<file path="config.mk">
export PLATFORM = sky130hd
export DESIGN_NAME = svds_seq
export DESIGN_NICKNAME = d
export VERILOG_FILES = /design/src/sv/svds_pkg.sv /design/src/sv/svds_seq.sv
export SDC_FILE = /design/constraint.sdc
export NUM_CORES = 1
export LEC_CHECK = 0
export BUFFER_PORTS_ARGS = -buffer_cell sky130_fd_sc_hd__buf_2
export CAP_MARGIN = 15
export CORE_MARGIN = 2
export CORE_UTILIZATION = 56
export DETAILED_ROUTE_END_ITERATION = 8
export PLACE_DENSITY = 0.8
export SLEW_MARGIN = 10
export SYNTH_ARGS = -nofsm -noshare
export SYNTH_HDL_FRONTEND = slang
export SYNTH_SLANG_ARGS = --single-unit
export TNS_END_PERCENT = 50
</file>
<file path="constraint.sdc">
create_clock -name clk -period 3.4 [get_ports clk]
set_input_delay 0.51 -clock clk [delete_from_list [all_inputs] [get_ports clk]]
set_output_delay 0.51 -clock clk [all_outputs]
set_load 0.02 [all_outputs]
</file>
<file path="src/sv/svds_pkg.sv">
// ----------------------------------------------------------------------------
// svds_pkg: shared types and constants of the sparse vector default sum block
// Operation and result codes, command and result structs, register indexes
// and reset values.
// ----------------------------------------------------------------------------
package svds_pkg;

	localparam int ENTRIES_DEF  = 256;
	localparam int ID_WIDTH_DEF = 16;

	localparam int VALUE_W = 32;
	localparam int ELEM_W  = 16;
	localparam int LIMIT_W = 9;

	localparam logic signed [VALUE_W-1:0] SENTINEL = {1'b1, {(VALUE_W-1){1'b0}}};

	localparam logic signed [VALUE_W-1:0] DEFAULT_RST = '0;
	localparam logic [LIMIT_W-1:0]        LIMIT_RST   = 9'd256;

	// configuration register indexes
	localparam logic CFG_DEFAULT = 1'b0;
	localparam logic CFG_LIMIT   = 1'b1;

	typedef enum logic [1:0] {
		OP_CLEAR   = 2'd0,
		OP_INSERT  = 2'd1,
		OP_PATTERN = 2'd2,
		OP_EXTEND  = 2'd3
	} op_t;

	typedef enum logic [1:0] {
		KIND_STATUS  = 2'd0,
		KIND_PATTERN = 2'd1,
		KIND_EXTEND  = 2'd2
	} kind_t;

	typedef struct packed {
		op_t                        operation;
		logic [ELEM_W-1:0]          element_id;
		logic signed [VALUE_W-1:0]  membership;
		logic signed [VALUE_W-1:0]  sum_in;
		logic                       last;
	} in_t;

	typedef struct packed {
		kind_t                      result_kind;
		logic signed [VALUE_W-1:0]  value;
		logic                       full_res;
		logic                       rejected;
	} out_t;

endpackage

</file>
<file path="src/sv/svds_seq.sv">
// ----------------------------------------------------------------------------
// svds_seq: command sequencer
// Walks the sorted store with one shared id comparator and one shared adder,
// shifts entries for sorted insert, and registers the result strobe.
// ----------------------------------------------------------------------------
module svds_seq #(
	parameter int ENTRIES  = svds_pkg::ENTRIES_DEF,
	parameter int ID_WIDTH = svds_pkg::ID_WIDTH_DEF
) (
	input  logic                                   clk,
	input  logic                                   arst_n,
	input  logic                                   start,
	input  svds_pkg::in_t                          cmd,
	output logic                                   busy,
	output logic                                   done,
	output svds_pkg::out_t                         result,
	input  logic signed [svds_pkg::VALUE_W-1:0]    default_membership,
	input  logic [svds_pkg::LIMIT_W-1:0]           size_limit,
	output logic                                   mem_we,
	output logic [((ENTRIES > 1) ? $clog2(ENTRIES) : 1)-1:0] mem_waddr,
	output logic [ID_WIDTH+svds_pkg::VALUE_W-1:0]  mem_wdata,
	output logic [((ENTRIES > 1) ? $clog2(ENTRIES) : 1)-1:0] mem_raddr,
	input  logic [ID_WIDTH+svds_pkg::VALUE_W-1:0]  mem_rdata
);

	localparam int VW    = svds_pkg::VALUE_W;
	localparam int IDX_W = (ENTRIES > 1) ? $clog2(ENTRIES) : 1;
	localparam int CNT_W = $clog2(ENTRIES + 1);
	localparam int CMP_W = (CNT_W > svds_pkg::LIMIT_W) ? CNT_W : svds_pkg::LIMIT_W;

	typedef enum logic [2:0] {
		S_IDLE,
		S_LSCAN,
		S_LCMP,
		S_LAPPLY,
		S_ISCAN,
		S_ICMP
	} state_t;

	state_t                  state_q;
	svds_pkg::op_t           op_q;
	logic [CNT_W-1:0]        cnt_q;
	logic [CNT_W-1:0]        wp_q;
	logic [CNT_W-1:0]        pos_q;
	logic [ID_WIDTH-1:0]     rp_q;
	logic [ID_WIDTH-1:0]     key_q;
	logic signed [VW-1:0]    rs_q;
	logic signed [VW-1:0]    memb_q;
	logic signed [VW-1:0]    acc_q;
	logic signed [VW-1:0]    m_q;
	logic                    last_q;
	logic                    done_q;
	svds_pkg::out_t          res_q;

	logic [ID_WIDTH-1:0]     rd_id;
	logic signed [VW-1:0]    rd_memb;
	logic [ID_WIDTH-1:0]     id_in;
	logic [CNT_W-1:0]        cnt_inc;
	logic [CNT_W-1:0]        pos_dec;
	logic                    id_lt;
	logic                    id_eq;
	logic signed [VW-1:0]    add_a;
	logic signed [VW-1:0]    add_sum;
	logic                    reject;
	logic                    full_now;
	logic                    full_inc;
	logic                    full_zero;

	assign rd_id   = mem_rdata[ID_WIDTH+VW-1:VW];
	assign rd_memb = mem_rdata[VW-1:0];
	assign id_in   = ID_WIDTH'(cmd.element_id);
	assign cnt_inc = cnt_q + 1'b1;
	assign pos_dec = pos_q - 1'b1;

	// shared comparator: stored id against the key
	assign id_lt = rd_id < key_q;
	assign id_eq = rd_id == key_q;

	// shared adder: running sum for patterns, accumulator for rows
	assign add_a   = (op_q == svds_pkg::OP_PATTERN) ? rs_q : acc_q;
	assign add_sum = add_a + m_q;

	assign reject    = (CMP_W'(cnt_q) >= CMP_W'(size_limit)) ||
	                   (CMP_W'(cnt_q) >= CMP_W'(ENTRIES));
	assign full_now  = CMP_W'(cnt_q) == CMP_W'(size_limit);
	assign full_inc  = CMP_W'(cnt_inc) == CMP_W'(size_limit);
	assign full_zero = size_limit == '0;

	assign busy   = state_q != S_IDLE;
	assign done   = done_q;
	assign result = res_q;

	always_comb begin
		mem_we    = 1'b0;
		mem_waddr = pos_q[IDX_W-1:0];
		mem_wdata = {key_q, memb_q};
		mem_raddr = (state_q == S_ISCAN) ? pos_dec[IDX_W-1:0] : wp_q[IDX_W-1:0];
		case (state_q)
			S_ISCAN: begin
				if (pos_q == '0) begin
					mem_we = 1'b1;
				end
			end
			S_ICMP: begin
				mem_we = 1'b1;
				if (!id_lt && !id_eq) begin
					mem_wdata = mem_rdata;
				end
			end
			default: begin
			end
		endcase
	end

	always_ff @(posedge clk or negedge arst_n) begin
		if (!arst_n) begin
			state_q <= S_IDLE;
			op_q    <= svds_pkg::OP_CLEAR;
			cnt_q   <= '0;
			wp_q    <= '0;
			pos_q   <= '0;
			rp_q    <= '0;
			key_q   <= '0;
			rs_q    <= '0;
			memb_q  <= '0;
			acc_q   <= '0;
			m_q     <= '0;
			last_q  <= 1'b0;
			done_q  <= 1'b0;
			res_q   <= '0;
		end else begin
			done_q <= 1'b0;
			case (state_q)
				S_IDLE: begin
					if (start) begin
						op_q   <= cmd.operation;
						key_q  <= (cmd.operation == svds_pkg::OP_EXTEND) ? rp_q : id_in;
						memb_q <= cmd.membership;
						acc_q  <= cmd.sum_in;
						last_q <= cmd.last;
						res_q.result_kind <= svds_pkg::KIND_STATUS;
						res_q.value       <= '0;
						res_q.rejected    <= 1'b0;
						case (cmd.operation)
							svds_pkg::OP_CLEAR: begin
								cnt_q <= '0;
								wp_q  <= '0;
								rs_q  <= '0;
								rp_q  <= '0;
								done_q <= 1'b1;
								res_q.full_res <= full_zero;
							end
							svds_pkg::OP_INSERT: begin
								wp_q <= '0;
								rs_q <= '0;
								rp_q <= '0;
								if (reject) begin
									done_q <= 1'b1;
									res_q.full_res <= full_now;
									res_q.rejected <= 1'b1;
								end else begin
									pos_q   <= cnt_q;
									state_q <= S_ISCAN;
								end
							end
							default: begin
								state_q <= S_LSCAN;
							end
						endcase
					end
				end
				S_LSCAN: begin
					if (wp_q >= cnt_q) begin
						m_q     <= default_membership;
						state_q <= S_LAPPLY;
					end else begin
						state_q <= S_LCMP;
					end
				end
				S_LCMP: begin
					if (id_lt) begin
						wp_q    <= wp_q + 1'b1;
						state_q <= S_LSCAN;
					end else begin
						m_q     <= id_eq ? rd_memb : default_membership;
						state_q <= S_LAPPLY;
					end
				end
				S_LAPPLY: begin
					state_q <= S_IDLE;
					res_q.full_res <= full_now;
					res_q.rejected <= 1'b0;
					if (op_q == svds_pkg::OP_PATTERN) begin
						res_q.result_kind <= svds_pkg::KIND_PATTERN;
						res_q.value       <= add_sum;
						if (last_q) begin
							done_q <= 1'b1;
							rs_q   <= '0;
							wp_q   <= '0;
						end else begin
							rs_q <= add_sum;
						end
					end else begin
						done_q <= 1'b1;
						res_q.result_kind <= svds_pkg::KIND_EXTEND;
						res_q.value <= (acc_q == svds_pkg::SENTINEL) ? acc_q : add_sum;
						if (last_q) begin
							rp_q <= '0;
							wp_q <= '0;
						end else begin
							rp_q <= rp_q + 1'b1;
						end
					end
				end
				S_ISCAN: begin
					if (pos_q == '0) begin
						cnt_q   <= cnt_inc;
						done_q  <= 1'b1;
						res_q.full_res <= full_inc;
						state_q <= S_IDLE;
					end else begin
						state_q <= S_ICMP;
					end
				end
				S_ICMP: begin
					if (!id_lt && !id_eq) begin
						// stored id is larger: move it up one slot
						pos_q   <= pos_dec;
						state_q <= S_ISCAN;
					end else begin
						cnt_q   <= cnt_inc;
						done_q  <= 1'b1;
						res_q.full_res <= full_inc;
						state_q <= S_IDLE;
					end
				end
				default: begin
					state_q <= S_IDLE;
				end
			endcase
		end
	end

endmodule
</file>
======== After elaboration in Yosys (flattened, before gate mapping) ========
Index checks and enable logic that the tools add are counted.
storage, ports and cells
  register bits after elaboration ......... 230
  RAM bits ................................ 0
  ROM bits ................................ 0
  memories kept ........................... 0
  latch bits .............................. 0
operators by class
  reduce and logical (&&, ||, !) cells .... 26
  mux-type cells .......................... 62
  shift-type cells ........................ 0
  div/mod/pow operators ................... 0
  $add $sub $neg .......................... 5
  equal/unequal tests ..................... 30
  bitwise operators ....................... 0
  $lt $le $gt $ge ......................... 4
  $mul .................................... 0
operators by type and width
  cell                   number
  $mux 32                9
  $pmux 32 s2            2
  $mux 9                 12
  $mux 48                2
  $mux 16                5
  $pmux 34 s2            1
  $pmux 9 s3             2
  $mux 36                1
  $mux 34                1
  $add 32x32->32         1
  $eq 32x32->1 const B   1
  $pmux 16 s2            1
  $ne 2x2->1 const B     12
  $add 9x1->9 const B    2
  $eq 9x9->1             2
  $ge 9x9->1             2
  $logic_not 9->1        2
  $pmux 9 s2             1
  $add 16x1->16 const B  1
  $eq 16x16->1           1
  $lt 16x16->1           1
  $pmux 3 s5             1
  $reduce_and 5->1       3
  $mux 3                 4
  other kinds (29)       57

======== Longest topological paths before layout ========
  depth after elaboration ................. 6
  gate-level depth with buffers ........... 16

======== Worst setup path after synthesis ========
OpenSTA, ideal clock, no wires.
  kind .................................... flip-flop to flip-flop
  from .................................... reg op_q[1]
  to ...................................... reg res_q, in the netlist result[26]
  arrival time ............................ 3.040 ns
  setup slack ............................. 0.239 ns
  cell stages (with the launch flop) ...... 17
  path buffers ............................ 2
  clock period less this slack ............ 3.161 ns
  path through ............................ dfrtp_1 nand2b_1 clkbuf_1 clkbuf_1 nand2_1 nand2_1 ha_1 inv_1 fa_1 nand2b_1 a21oi_1 o31ai_1 a21oi_1 nor2_1 o31ai_1 xor2_1 a22o_1
on the way
  word-level cells in the longest chain between the ends .. 6
ends and longest elaborated chain
  element                   RTL line                         source
  start: declaration        svds_seq.sv:41                   svds_pkg::op_t op_q;
  start signal: assignment  svds_seq.sv:118                  op_q <= svds_pkg::OP_CLEAR;
  start signal: assignment  svds_seq.sv:136                  op_q <= cmd.operation;
  $eq 2x2->1 *              svds_seq.sv:80, svds_seq.sv:193
  $mux 32                   svds_seq.sv:80                   assign add_a = (op_q == svds_pkg::OP_PATTERN) ? rs_q : acc_q;
  $add 32x32->32            svds_seq.sv:81                   assign add_sum = add_a + m_q;
  $mux 32                   svds_seq.sv:206                  res_q.value <= (acc_q == svds_pkg::SENTINEL) ? acc_q : add_sum;
  $mux 34 *                 svds_seq.sv:193                  if (op_q == svds_pkg::OP_PATTERN) begin
  $pmux 34 s2 *             svds_seq.sv:133                  case (state_q)
  end: declaration          svds_seq.sv:53                   svds_pkg::out_t res_q;
Mark *: on every way between the ends. The rest lies on a longest branch, timed or not.
A chain may end at the register's enable or synchronous reset.

======== Final worst setup path ========
  from .................................... reg key_q[1]
  to ...................................... out mem_wdata[30] (netlist name)
on the way
  word-level cells in the longest chain between the ends .. 5
ends and longest elaborated chain
  element                                              RTL line                        source
  start: declaration                                   svds_seq.sv:46                  logic [ID_WIDTH-1:0] key_q;
  start signal: assignment                             svds_seq.sv:137                 key_q <= (cmd.operation == svds_pkg::OP_EXTEND) ? rp_q : id_in;
  $lt 16x16->1 / $eq 16x16->1 (equally long branches)  svds_seq.sv:76, svds_seq.sv:77
  $logic_not 1->1                                      svds_seq.sv:106                 if (!id_lt && !id_eq) begin
  $logic_and 1x1->1 *                                  svds_seq.sv:106
  $mux 48 *                                            svds_seq.sv:106
  $mux 48 *                                            svds_seq.sv:98                  case (state_q)
  end: declaration                                     svds_seq.sv:21                  output logic [ID_WIDTH+svds_pkg::VALUE_W-1:0] mem_wdata,
Marks and branches as above.

==> impl_results.md <==
- Number of failing setup endpoints in the final timing report: 0
- Worst Setup SP: key_q[1]$_DFFE_PN0P_
- Number of synthesis warnings: 0
- Global placement routability congestion: 0.957
- Share of the clock period used by the worst path: 99.2%
- Wire length of the first global-routing pass: 61.9 mm
- Final hold viol count: 0
- Share of cells above drive strength 1: 35.5%
- Core utilization of the finished layout: 70.4%
- Max frequency: 296 MHz
- Per-cell routed wire length: 19.9 um
- Number of pins exceeding their max-slew limit in the final report: 0
- Max-cap violations: 0
- Clock Sink Count: 230
- Min-Delay Path Class: input pin to flip-flop
- RSZ-0062 raised after global routing: yes
- Via count of the first global-routing pass: 11900
- Number of buffers added by the clock tree synthesis step: 25
- Worst-path maximum fanout: 7
- Placement Rows: 57
- Crit start category: flip-flop
- Routed via count: 12000
- Wire length after detailed routing: 40.2 mm
- Register area: 5760 um^2
- Instance count of the mapped netlist: 1380
- Setup Skew: 15.0 ps
- Number of top-level design ports: 278
- Count of nets left with antenna violations after detail routing: 0
- Total global routing track utilization: 29.4%
- Reported leakage power: 0.00850 uW
- Number of filler cells placed in the layout: 1841
- Synth-to-Final Area Change: 23.1%
- Category of the most critical setup path: flip-flop to output port
- Count of distinct cell types in the synthesized netlist: 72
- Final worst setup slack: 26.9 ps
- Worst Reg-to-Reg Cells: 14
- # H-tree levels: 1
- Cell seen most often among critical-path stages: o21a_1
- DPL Wire Length: 28.1 mm
- Initial standard-cell utilization of the core: 57.2%
- Initial DRC count: 840
- Reg-to-reg startpoint: op_q[0]$_DFFE_PN0P_
- Number of flip-flops and latches in the synthesized netlist: 230
- Die width: 162 um
- Average instance area after synthesis: 10.1 um^2
- Clk Latency, worst-skew pair: 520 ps
- Pre-CTS setup slack: 140 ps
- DRC violations left: 0
- Peak ir drop on the vdd network: 0.570 mV
- Share of flip-flops with an asynchronous set or reset: 100%
- R2R setup slack: 150 ps
- Data arrival at the endpoint of the critical path: 2860 ps
- Total die area: 26200 um^2
- Overall power consumption: 18300 uW
- Final net count: 1921
- Worst setup path end: mem_wdata[30]
- Slowest stage cell on the critical path: dfrtp_1
- Standard cell core area: 24400 um^2
- Result of the run: finished, final reports clean
- Root buffer cell: clkbuf_16
- Syn Nets: 1625
- Hold WS: 215 ps
- Number of vias per cell after detailed routing: 5.95
- Vert. Die Dim: 162 um
- Number of antenna violations at the first check in global routing: 1
- Slew at the pin with the worst max-slew slack: 834 ps
- Delay of the slowest cell on the worst path: 400 ps
- Areal power density over the cells: 1070 nW/um^2
- Most frequent cells in the layout: buf_2 (266), dfrtp_1 (230), nand2_1 (160), mux2_2 (139), nor2_1 (90)
- Relative slew slack: 44.2%
- Path length in cells of the critical path: 12
- Min Clock Period, post-route: 3370 ps
- Crit-path leading delay family: compound AO/OA/AOI/OAI gates
- Total area of multi-input combinational cells: 7820 um^2
- Count of flip-flops with a built-in enable after synthesis: 0
- Most common cell after layout, fill and taps aside: buf_2
- Post-Syn Area: 13900 um^2
- Critical path capture point type: output port
- Top flip-flop cell by instance count after synthesis: dfrtp_1
- Residual overflow from global routing: 0
- Critical R2R Capture: result[33]$_DFFE_PN0P_
- Required @ worst endpoint: 2890 ps
- Buffers and inverters on the worst path: 4
- Number of port buffers: 277
- Post-synthesis sequential area ratio: 41.3%
- Maximum root-to-sink buffer count: 3
- Cell chain of the critical path: inv_2 -> ha_4 -> nor2b_1 -> o21a_1 -> o21a_1 -> o21bai_4 -> a21oi_4 -> o21ai_4 -> buf_12 -> clkbuf_16 -> mux2_2 -> buf_2
- TritonCTS clock tree: done
- DRT Pass-1 Iters: 5
- Clock transition at the registers of the reported paths: 60 ps
- Largest net degree at the start of global routing: 72
-- layout make-up --
| class | count | area share [%] |
|---|---|---|
| clock buffers | 34 | 4.13 |
| diodes | 1 | 0.0146 |
| inverters | 49 | 1.07 |
| flip-flops and latches | 230 | 33.5 |
| clock inverters | 11 | 0.802 |
| repair buffers | 345 | 12.5 |
| multi-input cells | 1025 | 45.5 |
| well taps | 324 | 2.36 |
-- synthesized netlist by cell type (7+ instances only) --
library cell / instances / area share (%)
dfrtp_1: 230 / 41
nand2_1: 161 / 4.3
mux2_2: 148 / 12
nor2_1: 93 / 2.5
a21oi_1: 82 / 2.9
ha_1: 69 / 6.2
a22o_1: 59 / 3.7
clkbuf_1: 51 / 1.4
inv_1: 49 / 1.3
o21ai_0: 43 / 1.5
xnor2_1: 32 / 2.0
a21o_1: 29 / 1.6
mux2_4: 29 / 3.1
nand3_1: 28 / 1.0
xor2_1: 28 / 1.8
mux2i_1: 23 / 1.7
nand4_1: 22 / 0.99
nor3_1: 17 / 0.61
nor4_1: 14 / 0.63
nand2b_1: 13 / 0.58
a31oi_1: 11 / 0.49
and2_1: 10 / 0.45
buf_2: 10 / 0.36
a211oi_1: 9 / 0.48
buf_4: 8 / 0.43
nor2b_1: 8 / 0.36
o211ai_1: 8 / 0.43
or3_1: 7 / 0.31
-- how the worst min path moves through the flow --
stage / startpoint / end / slack, ps / cells past startpoint
global route: cmd[33] / memb_q[0]$_DFFE_PN0P_ / 210 / 2
finish: cmd[27] / acc_q[26]$_DFFE_PN0P_ / 210 / 2
CTS: cmd[53] / memb_q[20]$_DFFE_PN0P_ / 200 / 2
floorplan: arst_n / acc_q[0]$_DFFE_PN0P_ / 210 / 0
global placement: result[34]$_DFFE_PN0P_ / result[34]$_DFFE_PN0P_ / 460 / 2
detailed placement: result[4]$_DFFE_PN0P_ / result[4]$_DFFE_PN0P_ / 470 / 2
-- worst register-to-register path, delay by kind of cell (launching register included) --
kind            cells  cell delay (ps)
buf+inv             2              350
flops               1              400
compound gates      6             1420
simple gates        5              820
fa+ha+maj           1              210
-- through the flow --
| step | cell area (um^2) | std cells | setup TNS (ps) |
|---|---|---|---|
| finish | 17200 | 2019 | 0 |
| global route | 17200 | 2018 | -1810 |
| CTS | 16900 | 2008 | -0.150 |
| detailed placement | 15800 | 1953 | 0 |
| global placement | 15800 | 1953 | 0 |
| floorplan | 13900 | 1380 | 0 |
-- report_power, final --
part	total, uW	internal [uW]	switching (uW)	leakage (uW)
sequential	4870	3860	1000	0.00290
clock	2810	1690	1120	0.000423
combinational	10600	4760	5870	0.00518
-- cells by family (layout without fill, tap and decap cells) --
family                   after synthesis  in the layout  share of synthesized area (%)
AO/OA/AOI/OAI                        299            299                           14.7
XOR/XNOR                              60             60                           3.77
adder cells (fa/ha/maj)               70             70                           6.33
buffers and inverters                125            439                           4.02
flip-flops                           230            230                           41.3
multiplexers                         200            200                           16.7
other                                  0              1                              0
AND/OR/NAND/NOR                      396            396                           13.2
-- what timing repair did --
item	in CTS	in global routing
gates cloned	2	2
hold buffers	1	0
pin swaps	3	5
buffers inserted	7	8
endpoints found under the hold margin	68	0
endpoints found under the setup margin	47	68
gates resized for setup	6	47
-- routing by layer --
metal  vias to the layer above  track usage, %  routed length (um)
met1                      5859            38.6               16700
met4                         0            10.1                1310
met3                       100            4.19                2770
met5                         -               0                   0
met2                       504            50.1               19400
li1                       5556               -                   -
-- state kept, by name, summed over array words and instances (netlist names), 16 cells and up --
name / cells
acc_q: 32
key_q: 16
m_q: 32
memb_q: 32
result: 36
rp_q: 16
rs_q: 32
Note: power is estimated with default switching activity, not from simulation.
